$ cat src/hdl/tbd_ram.sv
module tbd_ram #(
  parameter int WIDTH = 8,
  parameter int DEPTH = 16,
  localparam int AW = $clog2(DEPTH > 1 ? DEPTH : 2)
) (
  input  logic             clk,
  input  logic             en,
  input  logic             we,
  input  logic [AW-1:0]    addr,
  input  logic [WIDTH-1:0] wdata,
  output logic [WIDTH-1:0] rdata
);

  logic [WIDTH-1:0] mem [DEPTH];

  always_ff @(posedge clk) begin
    if (en) begin
      if (we) begin
        mem[addr] <= wdata;
      end else begin
        rdata <= mem[addr];
      end
    end
  end

endmodule
$ cat config.mk
export PLATFORM = sky130hd
export DESIGN_NAME = tbd_ram
export DESIGN_NICKNAME = d
export VERILOG_FILES = /design/src/hdl/tbd_ram.sv
export SDC_FILE = /design/constraint.sdc
export NUM_CORES = 1
export LEC_CHECK = 0
export ABC_AREA = 1
export ABC_CLOCK_PERIOD_IN_PS = 4000
export BUFFER_PORTS_ARGS = -buffer_cell sky130_fd_sc_hd__buf_2
export CAP_MARGIN = 20
export CELL_PAD_IN_SITES_DETAIL_PLACEMENT = 1
export CELL_PAD_IN_SITES_GLOBAL_PLACEMENT = 1
export CORE_MARGIN = 3
export CORE_UTILIZATION = 42
export CTS_BUF_LIST = sky130_fd_sc_hd__clkbuf_8 sky130_fd_sc_hd__clkbuf_16
export DETAILED_ROUTE_END_ITERATION = 7
export PLACE_DENSITY = 0.69
export SYNTH_ARGS = -nofsm -noshare
export SYNTH_HDL_FRONTEND = slang
export SYNTH_SLANG_ARGS = --single-unit
$ cat constraint.sdc
create_clock -name clk -period 4 [get_ports clk]
set_input_delay 1.2 -clock clk [delete_from_list [all_inputs] [get_ports clk]]
set_output_delay 1.2 -clock clk [all_outputs]
set_load 0.05 [all_outputs]
# --- Yosys cells after proc, flatten, opt, wreduce, memory -nomap -nowiden ---
# Memory sizes are Yosys's and may differ from the RTL's. A register that Yosys moved wholly into a read port is not among the register bits.
# Index checks and enable logic that the tools add are counted.
classes:
  n_mux: 3
  n_bitwise: 1
  n_reduce_logical: 1
op_table:
  columns: ["op", "count"]
  rows:
  - ["two-way mux 1 bit", 3]
  - ["AND reduction 2 bit", 1]
  - ["inverter 1 bit", 1]
totals:
  reg_bits: 0
  ram_bits: 128
  inputBits: 15
  elab_cells: 6
  mem_count: 1
memory_table:
  columns: ["name", "words", "width", "read_ports", "rd_ports_with_merged_regs", "write_ports", "line_no", "rtl"]
  rows:
  - ["mem", 16, 8, 1, 1, 1, "14", "logic [WIDTH-1:0] mem [DEPTH];"]

# --- Logic depth before layout (Yosys ltp) ---
# Gate-level depths: netlist of the first run.
logic_depth:
  word_depth: 3
  mapped_depth: 11

# --- Least setup slack after synthesis of the first run ---
# OpenSTA, ideal clock, no wires.
synth_path:
  kind: "input-to-reg"
  startpoint: "in addr[1]"
  endpoint: "mem mem[12][0] (enable)"
  setup_time_ns: 0.370
  arrival_time_ns: 2.134
  required_time_ns: 3.630
  setup_slack_ns: 1.496
  path_stages: 5
  path_buffers: 2
  path_cell_list: "buf_2 inv_2 buf_2 nand3_1 nor2_1"
synth_rtl:
  columns: ["item", "line_no", "rtl"]
  rows:
  - ["start: declaration", "9", "input logic [AW-1:0] addr,"]
  - ["end: declaration", "14", null]
# No word-level cell before the write port.

# --- Worst setup path in the final report of the first run ---
layout_path:
  startpoint: "in addr[1]"
  endpoint: "mem mem[1][0] (enable)"
# No word-level cell before the write port.

==> results of run 1 <==
## final cells by class
class,count,area (um^2)
Clock buffer,17,425
Sequential cell,136,4080
Inverter,25,93.8
Tap cell,172,215
Multi-Input combinational cell,370,1390
Fill cell,1440,6350
Clock inverter,15,231
Timing Repair Buffer,25,133
## registers in the layout, indices dropped and copies added (netlist names)
signal	cells
mem	128
rdata	8
## synth_stat cells
cell	number	area, um^2
buf_2	12	60.1
buf_4	7	52.6
clkbuf_1	2	7.51
edfxtp_1	136	4080
inv_1	21	78.8
inv_2	4	15.0
nand2_1	347	1300
nand3_1	4	20.0
nor2_1	19	71.3
## metrics by stage
| step | area [um^2] | std cells | utilization |
|---|---|---|---|
| after global placement | 5920 | 728 | 0.458 |
| after detailed placement | 5920 | 728 | 0.458 |
| after floorplan | 5690 | 552 | - |
| after CTS | 6580 | 760 | 0.509 |
| after global routing | 6580 | 760 | 0.509 |
| final | 6580 | 760 | 0.509 |
## path summary, 6_finish.rpt
path | end | cells after the start | from | slack (ns)
max | mem[1][0] | 4 | addr[1] | 1.36
min | rdata[6] | 8 | mem[8][6] | 0.80
max reg2reg | rdata[2] | 8 | mem[7][2] | 2.79
min reg2reg | rdata[6] | 8 | mem[8][6] | 0.80
## worst max-delay path, stage by stage
cell     delay [ns]
buf_2          0.32
inv_2          0.26
nand3_1        0.23
nor2_1         0.67
## layer usage
metal | global-route usage | wire length (um)
met4 | 0.0546 | 156
met1 | 0.264 | 6290
met3 | 0.0521 | 384
met2 | 0.310 | 6280
met5 | 0 | 0
## kinds of logic after synthesis
| kind of cell | share of synthesized area |
|---|---|
| and+or+nand+nor | 0.245 |
| buffers and inverters | 0.0376 |
| DFF | 0.718 |
## where the power goes
part	switching [mW]	total (mW)	internal, mW
Sequential	0.00427	1.60	1.59
Clock	0.565	1.72	1.16
Combinational	0.143	0.185	0.0423
Total	0.712	3.50	2.79
==> qor.yml, run 1 <==
status: "completed"
finalPower_mw: 3.50
ios: 23
chipWidth_um: 122
slew_headroom: 0.462
clock-sinks: 136
rows: 41
crit_arrival_ns: 2.69
ctsResizeCount: 0
floorplan.initialDensity: 0.440
postCtsSetupBuffers: 0
setup_slack_ns: 1.36
grt_pass1_wl_mm: 21.0
drt_iter0_drc: 234
final_hold_viol_count: 0
syn_area_um2: 5690
vias_per_cell: 4.80
worst_pin_slew_ns: 0.804
rsz0062_at_grt: "no"
fin_setup_tns_ns: 0
cts_tree: "built"
hp-class: "reg2reg"
wl_mm: 13.1
pre_cts_ws_ns: 0.874
die_h_um: 122
clock_latency_ns: 0.42
syn-num-nets: 567
post-dp-hpwl_mm: 8.39
final_common_cell: "nand2_1"
antenna_found_initial: 0
drc_errors: 0
power.leakage_nw: 2.79
powerDensity_nw_per_um2: 533
grt_pass1_vias: 3768
drv_slew: 0
startpoint_type: "input port"
clockBufferDepth: 2
numCtsBuffers: 17
fmax_ghz: 0.378
routedWlPerCell_um: 17.3
diodes: 0
grt_max_degree: 65
clock_skew_ns: 0.00472
grt-ovfl-total: 0
core_um2: 12900
synth_cell_types: 9
layout-drive-gt1-share: 0.0986
cts_max_level: 4
ant_nets: 0
period_share: 0.661
setup_violations: 0
hold_ws_ns: 0.803
cts.clk_slew.worst_paths_ns: 0.06
root_buffer: "clkbuf_16"
max_cap_viol_count: 0
ys_ff_latch: 136
firstDrtPassIters: 4
die_area_um2: 15000
worstSetupEndpointType: "flip-flop"
gp_congestion: 0.754
netlist_instances: 552
worstPathMaxFanout: 35
grtUsageTotal: 0.194
final_cell_mix: "347 x nand2_1, 136 x edfxtp_1, 22 x buf_2"
postCtsHoldBufs: 0
worstSetupPathType: "in2reg"
cp.required_ns: 4.05
io_buffer_count: 22
seq_area_frac_synth: 0.718
ys_warn_count: 0
vias: 3649
peakVddDrop_v: 0.000331
layout_min_cycle_time_ns: 2.64
synthToLayoutAreaGrowth_pct: 15.5
avgSynthCellArea_um2: 10.3
nNetsFinal: 590
No activity file was read; power rests on OpenSTA's default activity.
==> run 2: changes to the inputs <==
--- a/config.mk
+++ b/config.mk
@@ -6,7 +6,7 @@
 export NUM_CORES = 1
 export LEC_CHECK = 0
 export ABC_AREA = 1
-export ABC_CLOCK_PERIOD_IN_PS = 4000
+export ABC_CLOCK_PERIOD_IN_PS = 2500
 export BUFFER_PORTS_ARGS = -buffer_cell sky130_fd_sc_hd__buf_2
 export CAP_MARGIN = 20
 export CELL_PAD_IN_SITES_DETAIL_PLACEMENT = 1
==> constraint.sdc (replaced) <==
create_clock -name clk -period 2.5 [get_ports clk]
set_input_delay 0.75 -clock clk [delete_from_list [all_inputs] [get_ports clk]]
set_output_delay 0.75 -clock clk [all_outputs]
set_load 0.05 [all_outputs]
==> run 2 against run 1 <==
Final area grew 1.9%; total power grew 53%; sequential share of layout area shrank 1.2 points; via count grew 5.2%; critical path depth shrank 3; non-clock buffer count grew 26; flip-flop and latch count is the same; clock skew grew 0.0020 ns; highest routed layer unchanged; die area is the same; register-to-register slack lost 1.5 ns; combinational power grew 72%; global-route usage grew 1.8 points.
==> qor.yml, run 2 (synthesized netlist as in run 1, its figures left out) <==
p_seq_frac: 0.477
layout_min_cycle_time_ns: 1.78
top_register: "mem"
final_common_cell: "nand2_1"
final_cell_mix: "347 x nand2_1, 136 x edfxtp_1, 29 x buf_4"
grt_pass1_vias: 4125
worst_pin_slew_ns: 0.447
antenna_found_initial: 0
drt_iter0_drc: 286
clockPowerShare: 0.463
startpoint_type: "flip-flop"
die_area_um2: 15000
grt_pass1_wl_mm: 22.9
combPwrFrac: 0.060
vias_per_cell: 4.88
power.leakage_nw: 2.88
floorplan.initialDensity: 0.440
rows: 41
clock-sinks: 136
critPathMaxStageDelay_ns: 0.38
worstSetupPathType: "reg2out"
status: "completed"
grtUsageTotal: 0.212
cts_max_level: 4
wl_mm: 14.5
worstSetupEndpointType: "output pin"
root_buffer: "clkbuf_16"
setup_slack_ns: 0.719
clock_latency_ns: 0.42
routedWlPerCell_um: 18.4
clockBufferDepth: 2
fin_setup_tns_ns: 0
period_share: 0.712
gp_congestion: 0.795
crit_arrival_ns: 1.03
clock_skew_ns: 0.00676
r2r_slack_ns: 1.31
ctsResizeCount: 0
p_sw_frac: 0.220
grt-ovfl-total: 0
worstPathCellList: "buf_2"
vias: 3839
critPathTopFamily: "flip-flops"
layout-drive-gt1-share: 0.134
io_buffer_count: 22
drc_errors: 0
drv_slew: 0
cts.clk_slew.worst_paths_ns: 0.06
max_cap_viol_count: 0
grt_max_degree: 33
post-dp-hpwl_mm: 9.44
postCtsHoldBufs: 0
ios: 23
ant_nets: 0
slew_headroom: 0.702
chipWidth_um: 122
synthToLayoutAreaGrowth_pct: 17.7
setup_violations: 0
firstDrtPassIters: 4
worstPathMaxFanout: 1
n_fill_cell: 1459
cp.required_ns: 1.75
rsz0062_at_grt: "no"
nNetsFinal: 616
postCtsSetupBuffers: 0
largest_register_ffs: 128
critPathBufInv: 1
fmax_ghz: 0.562
final_hold_viol_count: 0
crit_slowest_cell: "edfxtp_1"
numCtsBuffers: 17
die_h_um: 122
diodes: 0
core_um2: 12900
hp-class: "reg2reg"
pre_cts_ws_ns: 0.353
top_regs: "mem: 128 flops, rdata: 8 flops"
powerDensity_nw_per_um2: 798
peakVddDrop_v: 0.000506
cts_tree: "built"
p_int_mw: 4.17
p_sw_mw: 1.17
==> run 2: changes by cell type in the layout (fill, tap and decap cells not counted) <==
cell and delta:
buf_4 +26, inv_1 +1, clkinvlp_4 +3, clkinv_2 -2, clkinv_1 +1, bufinv_16 -3
==> run 2: per-layer routing <==
layer  global-route usage  vias up  share of wire
li1                     -     1867              -
met5                    0        -              0
met3               0.0429       23          0.050
met2                0.339       80           0.49
met1                0.286     1869           0.44
met4               0.0868        0          0.020
==> run 2: per-stage QoR <==
| stage | utilization | std cells | cell area (um^2) | power (mW) | hold WS [ns] |
|---|---|---|---|---|---|
| 2_1_floorplan | - | 552 | 5690 | 2.79 | 0.718 |
| 3_3_place_gp | 0.473 | 754 | 6110 | 2.92 | 0.792 |
| 3_5_place_dp | 0.473 | 754 | 6110 | 2.92 | 0.788 |
| 4_1_cts | 0.518 | 786 | 6700 | 5.41 | 0.786 |
| 5_1_grt | 0.518 | 786 | 6700 | 5.55 | 0.794 |
| 6_report | 0.518 | 786 | 6700 | 5.35 | 0.799 |
==> run 2: final timing paths <==
kind	start	endpoint	cells past startpoint
max	rdata[7]	rdata[7]	1
min reg2reg	mem[10][7]	rdata[7]	8
min	mem[10][7]	rdata[7]	8
max reg2reg	mem[15][1]	rdata[1]	8
==> run 2: layout make-up <==
| class | count | area, um^2 | share of cell area |
|---|---|---|---|
| Timing Repair Buffer | 51 | 328 | 0.0489 |
| Clock buffer | 17 | 425 | 0.0635 |
| Multi-Input combinational cell | 370 | 1390 | 0.208 |
| Sequential cell | 136 | 4080 | 0.609 |
| Clock inverter | 15 | 161 | 0.0241 |
| Inverter | 25 | 93.8 | 0.0140 |
| Tap cell | 172 | 215 | 0.0321 |
==> run 2: power by group through the flow <==
| stage | Sequential (mW) | Combinational [mW] | Clock (mW) |
|---|---|---|---|
| finish | 2.55 | 0.318 | 2.48 |
| global route | 2.55 | 0.360 | 2.64 |
| CTS | 2.55 | 0.324 | 2.53 |
| detailed placement | 2.60 | 0.322 | 0 |
| global placement | 2.60 | 0.316 | 0 |
| floorplan | 2.62 | 0.168 | 0 |
==> run 3: changes to the inputs <==
--- a/config.mk
+++ b/config.mk
@@ -6,7 +6,7 @@
 export NUM_CORES = 1
 export LEC_CHECK = 0
 export ABC_AREA = 1
-export ABC_CLOCK_PERIOD_IN_PS = 2500
+export ABC_CLOCK_PERIOD_IN_PS = 1800
 export BUFFER_PORTS_ARGS = -buffer_cell sky130_fd_sc_hd__buf_2
 export CAP_MARGIN = 20
 export CELL_PAD_IN_SITES_DETAIL_PLACEMENT = 1
==> constraint.sdc (replaced) <==
create_clock -name clk -period 1.8 [get_ports clk]
set_input_delay 0.54 -clock clk [delete_from_list [all_inputs] [get_ports clk]]
set_output_delay 0.54 -clock clk [all_outputs]
set_load 0.05 [all_outputs]
==> run 3 against run 2 <==
Non-clock buffer count did not move; register-to-register slack got worse by 0.72 ns; die area unchanged; global-route usage is 0.15 points lower; wire length fell by 2.1%; via count increased by 0.10%; clock power up 31%; worst hold slack worse by 0.25 ns; largest cell class unchanged.
==> qor.yml, run 3 (synthesized netlist as in run 1, its figures left out) <==
status: "completed"
hp-class: "in2reg"
n_fill_cell: 1451
cts_tree: "built"
grtUsageTotal: 0.211
worstSetupPathType: "reg2out"
power.leakage_nw: 2.89
firstDrtPassIters: 4
grt-ovfl-total: 0
busiest_layer: "met2"
clock_skew_ns: 0.00438
floorplan.initialDensity: 0.440
worstPathCellList: "buf_2"
fmax_ghz: 0.622
chipWidth_um: 122
period_share: 0.893
grt.met1_usage: 0.289
crit_arrival_ns: 1.07
cts_max_level: 4
die_h_um: 122
worst_pin_slew_ns: 0.452
finalPower_mw: 7.24
setup_violations: 0
postCtsHoldBufs: 0
peakVddDrop_v: 0.000598
grt_max_degree: 39
layout_min_cycle_time_ns: 1.61
drv_slew: 0
root_buffer: "clkbuf_16"
worstSetupEndpointType: "output pin"
numCtsBuffers: 17
postCtsSetupBuffers: 0
ios: 23
die_area_um2: 15000
pre_cts_ws_ns: -0.0807
cts.clk_slew.worst_paths_ns: 0.06
synthToLayoutAreaGrowth_pct: 17.5
clock_latency_ns: 0.43
max_cap_viol_count: 0
layout-drive-gt1-share: 0.135
antenna_found_initial: 0
final_cell_mix: "347 x nand2_1, 136 x edfxtp_1, 27 x buf_4"
vias: 3843
core_um2: 12900
vias_per_cell: 4.89
ff_latch_area_um2: 4080
final_common_cell: "nand2_1"
largest_register_ffs: 128
diodes: 0
post-dp-hpwl_mm: 9.12
slew_headroom: 0.699
worstPathMaxFanout: 1
startpoint_type: "flip-flop"
gp_congestion: 0.797
rows: 41
rsz0062_at_grt: "no"
ant_nets: 0
cp.required_ns: 1.26
ctsResizeCount: 0
final_hold_viol_count: 0
powerDensity_nw_per_um2: 1080
drt_iter0_drc: 280
multi_input_comb_area_um2: 1400
nNetsFinal: 616
top_register: "mem"
critPathTopFamily: "flip-flops"
setup_slack_ns: 0.193
clock-sinks: 136
wl_mm: 14.2
grtUsageMet3: 0.0502
grt_pass1_vias: 4099
critPathMaxStageDelay_ns: 0.41
io_buffer_count: 22
top_regs: "mem: 128 flops, rdata: 8 flops"
drc_errors: 0
critPathBufInv: 1
grt_pass1_wl_mm: 22.8
crit_slowest_cell: "edfxtp_1"
clockBufferDepth: 2
routedWlPerCell_um: 18.0
grt_use_met2: 0.327
-- run 3: cell count changes in the layout (fill, tap and decap cells not counted), sizes merged --
cell,previous run,this run
clkinvlp,4,1
inv,26,28
clkinv,7,9
bufinv,3,2
-- run 3: where the power goes --
part           internal (mW)  switching (mW)
registers               3.54          0.0102
clock network           1.98            1.26
logic                  0.116           0.332
total                   5.64            1.60
-- run 3: final cells by class --
cell class / instances / share of cell area
clock buffers: 17 / 0.0636
clock inverters: 15 / 0.0180
inverters: 25 / 0.0140
multi-input cells: 370 / 0.209
flip-flops and latches: 136 / 0.610
well taps: 172 / 0.0322
repair buffers: 51 / 0.0527
-- run 3: metal layers --
metal / vias up / share of wire
li1: 1864 / -
met1: 1877 / 0.46
met2: 79 / 0.48
met3: 23 / 0.041
met4: 0 / 0.021
met5: - / 0
-- run 3: through the flow --
step,TNS [ns],hold slack (ns),instance area (um^2),util,cells
4_1_cts,0,0.526,6690,0.518,786
2_1_floorplan,-2.98,0.639,5700,-,552
3_5_place_dp,-2.64,0.798,6140,0.475,754
5_1_grt,0,0.538,6690,0.518,786
3_3_place_gp,-2.19,0.768,6140,0.475,754
6_report,0,0.546,6690,0.518,786
-- run 3: worst reg2reg max path, cell delays in order, from the launching register on --
cell and delay, ns:
edfxtp_1 0.38, nand2_1 0.08, nand2_1 0.06, nand2_1 0.08, nand2_1 0.07, nand2_1 0.09, nand2_1 0.10, inv_1 0.07
nand2_1 0.04
-- run 3: final timing paths --
path / to / cells after the start / slack [ns] / from
setup / recovery: rdata[0] / 1 / 0.19 / rdata[0]
hold / removal: mem[10][4] / 1 / 0.55 / wdata[4]
setup reg to reg: rdata[5] / 8 / 0.59 / mem[15][5]
hold reg to reg: rdata[6] / 8 / 0.80 / mem[0][6]
